`src/sv/iost_pkg.sv`:
```
// Types and constants shared by the ordered-set table: request and response
// payloads, operation codes, sequencer states and compare-unit flags.
// No dependencies.
package iost_pkg;

	// Operation codes
	typedef enum logic [1:0] {
		OP_INSERT   = 2'd0,
		OP_ERASE    = 2'd1,
		OP_CONTAINS = 2'd2,
		OP_GET      = 2'd3
	} op_t;

	// Fixed field widths of the payloads
	localparam int unsigned ValueW = 32;
	localparam int unsigned PosW   = 6;
	localparam int unsigned CountW = 7;

	typedef struct packed {
		op_t                 op;
		logic [ValueW-1:0]   item_value;
		logic [PosW-1:0]     position;
	} req_t;

	typedef struct packed {
		logic                ok;
		logic [ValueW-1:0]   read_value;
		logic [CountW-1:0]   entry_count;
		logic                is_empty;
		logic                full_refused;
	} rsp_t;

	// Sequencer states, one-hot
	typedef enum logic [6:0] {
		S_IDLE  = 7'b0000001,
		S_RD    = 7'b0000010,
		S_CMP   = 7'b0000100,
		S_RES   = 7'b0001000,
		S_SH_RD = 7'b0010000,
		S_SH_WR = 7'b0100000,
		S_DONE  = 7'b1000000
	} state_t;

	// Flags from the shared compare unit
	typedef struct packed {
		logic hit;   // entry equals the search value
		logic more;  // index + 1 is still below the count
	} unit_flags_t;

endpackage

```
`src/sv/iost_unit.sv`:
```
// Shared compare/increment unit: equality of an entry with the search value,
// next index and the bound check against the count. Uses iost_pkg.
module iost_unit #(
	parameter int unsigned CW = 7,
	parameter int unsigned SW = 32
) (
	input  logic [SW-1:0]         entry,
	input  logic [SW-1:0]         key,
	input  logic [CW-1:0]         idx,
	input  logic [CW-1:0]         cnt,
	output logic [CW-1:0]         nxt,
	output iost_pkg::unit_flags_t flags
);

	// One increment and two compares, reused by scan and shift
	always_comb begin
		nxt        = idx + CW'(1);
		flags.hit  = (entry == key);
		flags.more = (nxt < cnt);
	end

endmodule

```
`src/sv/iost_mem.sv`:
```
// Entry storage: one write port, one read port with registered read data.
// No dependencies; contents are undefined until written.
module iost_mem #(
	parameter int unsigned DEPTH = 64,
	parameter int unsigned AW    = 6,
	parameter int unsigned SW    = 32
) (
	input  logic          clk,
	input  logic          we,
	input  logic [AW-1:0] waddr,
	input  logic [SW-1:0] wdata,
	input  logic [AW-1:0] raddr,
	output logic [SW-1:0] rdata
);

	logic [SW-1:0] mem_q [DEPTH];

	// Write port
	always_ff @(posedge clk) begin
		if (we) begin
			mem_q[waddr] <= wdata;
		end
	end

	// Registered read port
	always_ff @(posedge clk) begin
		rdata <= mem_q[raddr];
	end

endmodule

```
`src/sv/insertion_ordered_set_table.sv`:
```
// Top level of the insertion-ordered set table: sequencer, count and result
// registers around iost_mem and iost_unit. Uses iost_pkg.
//
//  channel | signals                    | direction | payload
//  --------+----------------------------+-----------+---------------------
//  request | req_valid, req_ready, req  | in        | iost_pkg::req_t
//  result  | rsp_valid, rsp_ready, rsp  | out       | iost_pkg::rsp_t
//
// One request at a time; req_ready is high only while the sequencer idles.
// A get beyond the count goes straight to the result; a valid get reads its
// entry; any other request on an empty set goes straight to the result step;
// a search reads and compares one entry at a time until a hit or the count; an
// erase that hits then moves each later entry down one place and closes the gap.
// The single read port of the memory sets one read and one compare per entry.
// Reset clears the count and the control state; entries need no clearing.
// A finished result waits in the output register while the next request is
// taken; the sequencer holds in its last state if that register is still full.
module insertion_ordered_set_table #(
	parameter int unsigned CAPACITY   = 64,
	parameter int unsigned VALUE_BITS = 32
) (
	input  logic             clk,
	input  logic             arst_n,
	input  logic             req_valid,
	output logic             req_ready,
	input  iost_pkg::req_t   req,
	output logic             rsp_valid,
	input  logic             rsp_ready,
	output iost_pkg::rsp_t   rsp
);

	localparam int unsigned AW   = $clog2(CAPACITY);
	localparam int unsigned CW   = $clog2(CAPACITY + 1);
	localparam int unsigned SW   = (VALUE_BITS < iost_pkg::ValueW) ? VALUE_BITS
	                                                                : iost_pkg::ValueW;
	localparam int unsigned CMPW = (CW > iost_pkg::PosW) ? CW : iost_pkg::PosW;

	iost_pkg::state_t      state_q;
	iost_pkg::op_t         op_q;
	logic [SW-1:0]         key_q;
	logic [CW-1:0]         cnt_q;
	logic [CW-1:0]         idx_q;
	logic                  found_q;
	logic                  ok_q;
	logic [iost_pkg::ValueW-1:0] rdv_q;
	logic                  ref_q;
	logic                  rsp_valid_q;
	iost_pkg::rsp_t        rsp_q;

	logic                  req_xfer;
	logic                  pos_valid;
	logic                  mem_we;
	logic [AW-1:0]         mem_waddr;
	logic [SW-1:0]         mem_wdata;
	logic [AW-1:0]         mem_raddr;
	logic [SW-1:0]         mem_rdata;
	logic [CW-1:0]         nxt;
	iost_pkg::unit_flags_t flags;
	logic                  rsp_load;
	logic [31:0]           cnt_wide;

	assign req_ready = (state_q == iost_pkg::S_IDLE);
	assign req_xfer  = req_valid && req_ready;
	assign pos_valid = (CMPW'(req.position) < CMPW'(cnt_q));
	assign rsp_load  = (state_q == iost_pkg::S_DONE) && (!rsp_valid_q || rsp_ready);

	// Entry storage
	iost_mem #(
		.DEPTH (CAPACITY),
		.AW    (AW),
		.SW    (SW)
	) u_mem (
		.clk   (clk),
		.we    (mem_we),
		.waddr (mem_waddr),
		.wdata (mem_wdata),
		.raddr (mem_raddr),
		.rdata (mem_rdata)
	);

	// Shared compare/increment unit
	iost_unit #(
		.CW (CW),
		.SW (SW)
	) u_unit (
		.entry (mem_rdata),
		.key   (key_q),
		.idx   (idx_q),
		.cnt   (cnt_q),
		.nxt   (nxt),
		.flags (flags)
	);

	// Read address: requested position, scan index, or the entry after the gap
	always_comb begin
		unique case (state_q)
			iost_pkg::S_IDLE:  mem_raddr = AW'(req.position);
			iost_pkg::S_SH_RD: mem_raddr = nxt[AW-1:0];
			default:           mem_raddr = idx_q[AW-1:0];
		endcase
	end

	// Write port: append on insert, move an entry down during erase
	always_comb begin
		mem_we    = 1'b0;
		mem_waddr = idx_q[AW-1:0];
		mem_wdata = mem_rdata;
		if (state_q == iost_pkg::S_SH_WR) begin
			mem_we = 1'b1;
		end else if (state_q == iost_pkg::S_RES && op_q == iost_pkg::OP_INSERT
		             && !found_q && cnt_q != CW'(CAPACITY)) begin
			mem_we    = 1'b1;
			mem_waddr = cnt_q[AW-1:0];
			mem_wdata = key_q;
		end
	end

	// Sequencer and count
	always_ff @(posedge clk or negedge arst_n) begin
		if (!arst_n) begin
			state_q <= iost_pkg::S_IDLE;
			cnt_q   <= '0;
		end else begin
			unique case (state_q)
				iost_pkg::S_IDLE: begin
					if (req_xfer) begin
						if (req.op == iost_pkg::OP_GET) begin
							state_q <= pos_valid ? iost_pkg::S_CMP : iost_pkg::S_DONE;
						end else begin
							state_q <= (cnt_q == '0) ? iost_pkg::S_RES : iost_pkg::S_RD;
						end
					end
				end
				iost_pkg::S_RD: begin
					state_q <= iost_pkg::S_CMP;
				end
				iost_pkg::S_CMP: begin
					if (op_q == iost_pkg::OP_GET) begin
						state_q <= iost_pkg::S_DONE;
					end else if (flags.hit || !flags.more) begin
						state_q <= iost_pkg::S_RES;
					end else begin
						state_q <= iost_pkg::S_RD;
					end
				end
				iost_pkg::S_RES: begin
					if (op_q == iost_pkg::OP_ERASE && found_q) begin
						state_q <= iost_pkg::S_SH_RD;
					end else begin
						state_q <= iost_pkg::S_DONE;
					end
					if (mem_we) begin
						cnt_q <= cnt_q + CW'(1);
					end
				end
				iost_pkg::S_SH_RD: begin
					if (flags.more) begin
						state_q <= iost_pkg::S_SH_WR;
					end else begin
						cnt_q   <= cnt_q - CW'(1);
						state_q <= iost_pkg::S_DONE;
					end
				end
				iost_pkg::S_SH_WR: begin
					state_q <= iost_pkg::S_SH_RD;
				end
				iost_pkg::S_DONE: begin
					if (rsp_load) begin
						state_q <= iost_pkg::S_IDLE;
					end
				end
				default: begin
					state_q <= iost_pkg::S_IDLE;
				end
			endcase
		end
	end

	// Request fields, scan index and result fields
	always_ff @(posedge clk) begin
		if (req_xfer) begin
			op_q    <= req.op;
			key_q   <= req.item_value[SW-1:0];
			idx_q   <= '0;
			found_q <= 1'b0;
			ok_q    <= 1'b0;
			rdv_q   <= '0;
			ref_q   <= 1'b0;
		end
		unique case (state_q)
			iost_pkg::S_CMP: begin
				if (op_q == iost_pkg::OP_GET) begin
					ok_q  <= 1'b1;
					rdv_q <= iost_pkg::ValueW'(mem_rdata);
				end else if (flags.hit) begin
					found_q <= 1'b1;
				end else if (flags.more) begin
					idx_q <= nxt;
				end
			end
			iost_pkg::S_RES: begin
				unique case (op_q)
					iost_pkg::OP_INSERT: begin
						ok_q  <= mem_we;
						ref_q <= !found_q && (cnt_q == CW'(CAPACITY));
					end
					iost_pkg::OP_ERASE:    ok_q <= found_q;
					iost_pkg::OP_CONTAINS: ok_q <= found_q;
					default:               ok_q <= 1'b0;
				endcase
			end
			iost_pkg::S_SH_WR: begin
				idx_q <= nxt;
			end
			default: begin
			end
		endcase
	end

	// Output register
	assign cnt_wide = 32'(cnt_q);

	always_ff @(posedge clk or negedge arst_n) begin
		if (!arst_n) begin
			rsp_valid_q <= 1'b0;
		end else if (rsp_load) begin
			rsp_valid_q <= 1'b1;
		end else if (rsp_ready) begin
			rsp_valid_q <= 1'b0;
		end
	end

	always_ff @(posedge clk) begin
		if (rsp_load) begin
			rsp_q.ok           <= ok_q;
			rsp_q.read_value   <= rdv_q;
			rsp_q.entry_count  <= cnt_wide[iost_pkg::CountW-1:0];
			rsp_q.is_empty     <= (cnt_q == '0);
			rsp_q.full_refused <= ref_q;
		end
	end

	assign rsp_valid = rsp_valid_q;
	assign rsp       = rsp_q;

endmodule
```
`config.mk`:
```
export PLATFORM = sky130hd
export DESIGN_NAME = insertion_ordered_set_table
export DESIGN_NICKNAME = d
export VERILOG_FILES = /design/src/sv/iost_pkg.sv /design/src/sv/iost_unit.sv /design/src/sv/iost_mem.sv /design/src/sv/insertion_ordered_set_table.sv
export SDC_FILE = /design/constraint.sdc
export NUM_CORES = 2
export LEC_CHECK = 0
export ABC_AREA = 0
export BUFFER_PORTS_ARGS = -buffer_cell sky130_fd_sc_hd__buf_2
export CAP_MARGIN = 15
export CORE_MARGIN = 10
export CORE_UTILIZATION = 57
export DETAILED_ROUTE_END_ITERATION = 12
export PLACE_DENSITY_LB_ADDON = 0.3
export REMOVE_ABC_BUFFERS = 1
export SLEW_MARGIN = 20
export SYNTH_ARGS = -nofsm -noshare
export SYNTH_HDL_FRONTEND = slang
export SYNTH_SLANG_ARGS = --single-unit
export TNS_END_PERCENT = 1
```
`constraint.sdc`:
```
create_clock -name clk -period 5 [get_ports clk]
set_clock_uncertainty 0.2 [all_clocks]
set_input_delay 0.75 -clock clk [delete_from_list [all_inputs] [get_ports clk]]
set_output_delay 0.75 -clock clk [all_outputs]
set_load 0.005 [all_outputs]
```
* Word-level counts from Yosys, hierarchy flattened
Memories as Yosys holds them, arrays and structs flattened. A register that Yosys moved wholly into a read port is not among the register bits.
Cells that the tools add are included.
** Word-level totals
- Register bits :: 133
- Latch bits :: 0
- Bits in writable memories :: 2048
- Bits in read-only memories :: 0
- Output and inout port bits :: 44
- Logic and storage cells :: 101
- Memories kept :: 1
** Memory list
- u_mem.mem_q :: words 64, width 32, read ports 1, clocked after Yosys merged registers in 1, wr ports 1, RTL line iost_mem.sv:16 : logic [SW-1:0] mem_q [DEPTH];
** Cells by class
- Add/subtract/negate cells :: 3
- Multiply operators :: 0
- Div/mod/pow operators :: 0
- Magnitude comparators :: 2
- Equality and inequality tests :: 18
- Shift-type cells :: 0
- Mux-type cells :: 43
- Bitwise logic cells :: 0
- Reduce and logical (&&, ||, !) cells :: 19
** Operators with widths (count)
- $mux 32 :: 5
- $mux 7 :: 13
- $pmux 7 s7 :: 1
- $eq 32x32->1 :: 1
- $pmux 7 s2 :: 2
- $mux 1 :: 15
- $add 7x1->7 const B :: 2
- $eq 7x7->1 const B :: 2
- $mux 6 :: 2
- $pmux 6 s2 :: 1
- $mux 4 :: 2
- $eq 7x1->1 const B :: 1
- $eq 7x2->1 const B :: 1
- $eq 7x3->1 const B :: 1
- $eq 7x4->1 const B :: 1
- $eq 7x5->1 const B :: 1
- $eq 7x6->1 const B :: 1
- $logic_and 1x1->1 :: 7
- $logic_not 7->1 :: 1
- $lt 6x7->1 :: 1
- $lt 7x7->1 :: 1
- $ne 7x7->1 const B :: 1
- $sub 7x1->7 const B :: 1
- $eq 2x2->1 const B :: 3
- other kinds (11) :: 18

* Longest topological paths before layout
- Word-level depth :: 8
- Gate-level depth with buffers :: 14
- Gate-level depth less buffers :: 12

* Hierarchy
A second synthesis with hierarchy kept.
** Second synthesis, totals
- Cells, all modules :: 3804
- Area total of the unflattened synthesis :: 84509.8 µm²
** By module, submodules not included
- iost_mem :: times used 1, cells an instance 3324, area each 78515.3 µm², sequential area each 62139.6 µm²
- insertion_ordered_set_table :: times used 1, cells an instance 405, area each 5416.4 µm², sequential area each 3499.6 µm²
- iost_unit :: times used 1, cells an instance 75, area each 578.1 µm², sequential area each 0.0 µm²

* Worst setup path before layout
Ideal clock, no wire load.
- Kind :: reg-to-reg
- Start point :: register state_q[0]
- End point :: memory u_mem.mem_q[56][0] (enable)
- Library setup time :: 0.461 ns
- Arrival :: 4.545 ns
- Path slack :: -0.206 ns
- Cell stages (with the launch flop) :: 12
- Path through :: dfstp_2 clkbuf_1 nor3_1 and2_1 and3b_1 clkbuf_1 nand4b_1 clkbuf_1 o21ai_0 or2_2 clkbuf_1 nor3_1
** On the way
- Cells in the longest elaborated chain, start to end :: 8
** RTL lines
- start: declaration :: RTL line insertion_ordered_set_table.sv:38 : iost_pkg::state_t state_q;
- start signal: assignment :: RTL line insertion_ordered_set_table.sv:121 : state_q <= iost_pkg::S_IDLE;
- start signal: assignment :: RTL line insertion_ordered_set_table.sv:128 : state_q <= pos_valid ? iost_pkg::S_CMP : iost_pkg::S_DONE;
- start signal: assignment :: RTL line insertion_ordered_set_table.sv:130 : state_q <= (cnt_q == '0) ? iost_pkg::S_RES : iost_pkg::S_RD;
- $eq 7x4->1 :: RTL line insertion_ordered_set_table.sv:110 : end else if (state_q == iost_pkg::S_RES && op_q == iost_pkg::OP_INSERT
- $logic_and 1x1->1 :: RTL line insertion_ordered_set_table.sv:110
- $logic_and 1x1->1 (2 in a row) :: RTL line insertion_ordered_set_table.sv:111 : && !found_q && cnt_q != CW'(CAPACITY)) begin
- $mux 1 :: RTL line insertion_ordered_set_table.sv:110
- $mux 1 :: RTL line insertion_ordered_set_table.sv:108 : if (state_q == iost_pkg::S_SH_WR) begin
- $mux 1 :: RTL line iost_mem.sv:20 : if (we) begin
- $mux 1 (not written as such) :: RTL line iost_mem.sv:21 : mem_q[waddr] <= wdata;
- end: declaration :: RTL line iost_mem.sv:16
Several ways; a longest one is shown, not always the timed one.

* Final worst setup path
- Start point :: register state_q[2]
- End point :: register u_mem.rdata[19], read port of u_mem.mem_q
** On the way
- Cells in the longest elaborated chain, start to end :: 2
** RTL lines
- $eq 7x5->1 or $eq 7x1->1 (tied branches) :: RTL line insertion_ordered_set_table.sv:96 : unique case (state_q)
- $pmux 6 s2 * :: RTL line insertion_ordered_set_table.sv:96
- end: declaration :: RTL line iost_mem.sv:13 : output logic [SW-1:0] rdata
Mark *: on every way between the ends. The rest lies on a longest branch, timed or not.
A chain may end at the register's enable or synchronous reset.

==> Flow_metrics.wiki <==
{| class="wikitable"
! Metric !! Value
|-
| Status || finished clean
|-
| WHS || 0.1174 ns
|-
| Max stage delay cell, worst path || nor4_2
|-
| Number of clock sinks || between 2,000 and 2,500
|-
| Count of standard-cell rows || 142
|-
| Height of the die || 409.6 µm
|-
| Share of Yosys cell area claimed by the top area cell type || about three quarters
|-
| HPWL reported at the end of detailed placement || 148.4 mm
|-
| Path class of the lowest-slack min-delay path || primary input to flip-flop
|-
| Largest delay share family, worst path || simple AND/OR/NAND/NOR gates
|-
| Worst VDD drop || 0.4050 mV
|-
| Critical path class || flip-flop to flip-flop
|-
| Share of async-settable or async-resettable flops after synthesis || 0.6778%
|-
| Clock root cell || clkbuf_16
|-
| 1st-iter DRT viols || ~9,000
|-
| Avg Synthesized Cell Area || 14.89 µm²
|-
| Number of global-route vias before repair || 51,650
|-
| Sequential fraction of the synthesis area || 75.88%
|-
| Crit path DAT || 5.45 ns
|-
| Clock insertion delay at the later pin of the skew report || 0.85 ns
|-
| Core Area || 0.1503 mm²
|-
| Number of detailed-routing iterations run before antenna repair || 6
|-
| Post-synthesis to final-layout area growth || 14.76%
|-
| Total global routing overflow || 0
|-
| Number of buffers inserted during clock tree synthesis || 208
|-
| Reg-to-reg critical path startpoint || state_q[2]$_DFFE_PN0P_
|-
| CP Launch Type || flip-flop
|-
| Die Area || 0.1677 mm²
|-
| Drt via density || 6.545
|-
| Required time worst endpoint || 5.59 ns
|-
| I/O pin count || a little under 90
|-
| Cell count along the critical path || 11
|-
| Max capacitance violation total || 0
|-
| Count of filler cells inserted in the layout || ~10,000
|-
| Leak pwr || ~33 nW
|-
| Chain of cells forming the critical path || or3_1, o41ai_2, a221o_4, buf_4, nor2_4, nand3_1, buf_4, buf_4, o22ai_1, nor4_2, and3_1
|-
| Fin crit share || 97.27%
|-
| Clock transition time at the flip-flop clock pins of the worst setup and hold paths || 0.06 ns
|-
| Fraction of layout instances using a drive strength above 1 || 14.99%
|-
| Number of non-filler instances in the completed layout || 8,335
|-
| Routed wire length || 251.9 mm
|-
| Number of cells produced by synthesis || 5,810
|-
| Antenna violations before repair || 17
|-
| Number of warnings printed during yosys synthesis || 0
|-
| Routed vias || roughly 55,000
|-
| Starting density of the core || 57.55%
|-
| Placed Instances || 7,902
|-
| Worst R2R End || u_mem.rdata[19]$_DFF_P_
|-
| Clock tree from TritonCTS || done
|-
| Min setup slack post-route || 0.1364 ns
|-
| Synth area leader || edfxtp_1
|-
| Die W || 409.6 µm
|-
| Most used DFF post-synth || edfxtp_1
|-
| Synthesis-stage register bit count || between 2,000 and 2,500
|-
| Unique cell type count in the Yosys netlist || 72
|-
| Power per Cell Area || roughly 620 mW/mm²
|-
| Average wire length per cell after detail routing || 30.22 µm
|-
| Count of pins over their slew limit || 0
|-
| Total power || around 61 mW
|-
| Maximum clock frequency || 205.6 MHz
|-
| RD Place Congestion || 0.9415
|-
| Worst path bufs/invs || 3
|-
| Cell area after technology mapping || 0.08650 mm²
|-
| Max Fanout on Critical Path || 19
|-
| Maximum count of clock buffers along a single path || 3
|-
| Pin count of the biggest net entering global routing || 135
|-
| Number of failing hold endpoints at the final stage || 0
|-
| Depth of the CTS H-tree || 4
|-
| Port Buffers || 87
|-
| Reg-to-reg slack, setup || 0.14 ns
|-
| Global-route wire length before repair || 359.4 mm
|-
| Kind of end point of the critical path || flip-flop
|-
| Total DRC errors in the routed layout || 0
|-
| Post-DP Area || 0.09216 mm²
|-
| Net count of the finished layout || between 6,000 and 7,000
|-
| Post-route standard cell area excluding fillers || 0.09927 mm²
|-
| Max transition margin || 19.29%
|-
| Most frequent standard cell in the layout excluding fill and tap cells || edfxtp_1
|-
| GRT Total Usage || 29.31%
|-
| Worst Setup EP || u_mem.rdata[19]$_DFF_P_
|-
| Number of cells on the worst reg-to-reg path || 11
|-
| Ranking of synthesized cells by area || edfxtp_1 (74%), nand2_1 (5.3%), mux2i_1 (3.9%)
|-
| Top library cells by usage in the layout, fill and taps aside || edfxtp_1 (2,124), nand2_1 (1,232), nand3_1 (381)
|-
| Final setup vio count || 0
|-
| Pre-CTS WS || between 0.06 and 0.07 ns
|-
| Post-detailed-route count of antenna-violating nets || 0
|-
| RSZ-0062 raised after global routing || false
|-
| Worst Max-Slew Pin Slew || 1.205 ns
|-
| Clock period minus worst slack || slightly below 5 ns
|-
| Critical Path Start || state_q[2]$_DFFE_PN0P_
|-
| Cell type with the highest occurrence count on the critical path || buf_4
|-
| Largest incremental delay on the critical path || 0.79 ns
|-
| Number of flops mapped to enable cells by yosys || 2,124
|}
==> registers in the layout, summed over array words and instances (netlist names) <==
name         cells
op_q             2
rdv_q           32
rsp_valid        1
u_mem.rdata     32
cnt_q            7
key_q           32
found_q          1
rsp             42
ok_q             1
ref_q            1
u_mem.mem_q   2048
idx_q            7
state_q          7
==> logic make-up (layout without fill, tap and decap cells) <==
kind of cell | Yosys count | count (layout) | share of synthesized area [%]
buf+inv | 386 | 882 | 1.898
mux | 426 | 426 | 5.815
fa+ha+maj | 21 | 21 | 0.3124
flops | 2213 | 2213 | 75.88
simple gates | 1953 | 1953 | 9.752
compound gates | 770 | 770 | 5.926
xor+xnor | 41 | 41 | 0.4151
other cells | 0 | 13 | 0
==> worst reg2reg max path, cell delays in order (launching register included) <==
cell,delay [ns]
dfrtp_1,0.47
or3_1,0.52
o41ai_2,0.54
a221o_4,0.54
buf_4,0.28
nor2_4,0.13
nand3_1,0.18
buf_4,0.35
buf_4,0.36
o22ai_1,0.20
nor4_2,0.79
and3_1,0.25
==> cell type report <==
type                    instances  area, µm²  area share [%]
diodes                         13      32.53         0.03277
repair buffers                475       4427           4.459
inverters                      28      105.1          0.1059
multi-input cells            3211      19910           20.05
clock inverters               101      894.6          0.9012
flip-flops and latches       2213      65640           66.12
well taps                    2016       2522           2.541
clock buffers                 278       5744           5.786
==> cell usage after synthesis (all sizes together), types with 6 or more instances <==
master,n
nand4,62
buf,166
nor4,48
or2,14
xor2,38
nand2,1232
and3,37
a2111oi,45
dfrtp,14
clkbuf,192
nand2b,8
mux2i,336
mux4,58
a31oi,12
a221oi,16
inv,28
o21ai,44
a22o,32
o22ai,36
o41ai,6
nand3,384
mux2,32
nand3b,9
nor2b,6
edfxtp,2124
o2111ai,6
nor2,101
a32oi,100
nor3,33
a21oi,329
a22oi,100
dfxtp,74
ha,20
==> report_power, final <==
| part | leakage [nW] | total (mW) | internal (mW) | switching (mW) |
|---|---|---|---|---|
| logic | 10.4 | 21.8 | 6.33 | 15.5 |
| clock network | 3.27 | 15.4 | 8.72 | 6.73 |
| registers | 19.8 | 23.9 | 23.3 | 0.522 |
==> metrics by stage <==
stage | TNS, ns | util, %
finish | 0 | 66.04
global route | 0 | 66.03
CTS | 0 | 65.97
detailed placement | 0 | 61.32
global placement | -1.235 | 61.28
floorplan | -3522.34 | -
==> layer usage <==
| metal | vias up | share of wire [%] | global-route usage, % |
|---|---|---|---|
| li1 | 22790 | - | - |
| met4 | 16 | 5.1 | 13.54 |
| met3 | 580 | 14 | 8.008 |
| met5 | - | 0.044 | 0 |
| met2 | 4094 | 44 | 42.94 |
| met1 | 27070 | 37 | 41.02 |
==> what timing repair did <==
| item | 4_1_cts | 5_1_grt |
|---|---|---|
| hold buffers | 36 | 0 |
| endpoints found under the setup margin | 0 | 4 |
| gates resized for setup | 0 | 1 |
| buffers inserted | 0 | 5 |
| endpoints found under the hold margin | 50 | 0 |
==> how the worst min path moves through the flow <==
stage / start / end / slack (ns) / cells past startpoint
detailed placement: rdv_q[3]$_DFF_P_ / rsp[12]$_DFFE_PP_ / 0.22 / 0
global placement: rdv_q[21]$_DFF_P_ / rsp[30]$_DFFE_PP_ / 0.22 / 0
floorplan: ref_q$_DFF_P_ / rsp[0]$_DFFE_PP_ / 0.21 / 0
global route: req_valid / state_q[2]$_DFFE_PN0P_ / 0.14 / 4
finish: req_valid / state_q[2]$_DFFE_PN0P_ / 0.12 / 4
CTS: req_valid / state_q[2]$_DFFE_PN0P_ / 0.07 / 4
No activity file was read; power rests on OpenSTA's default activity.
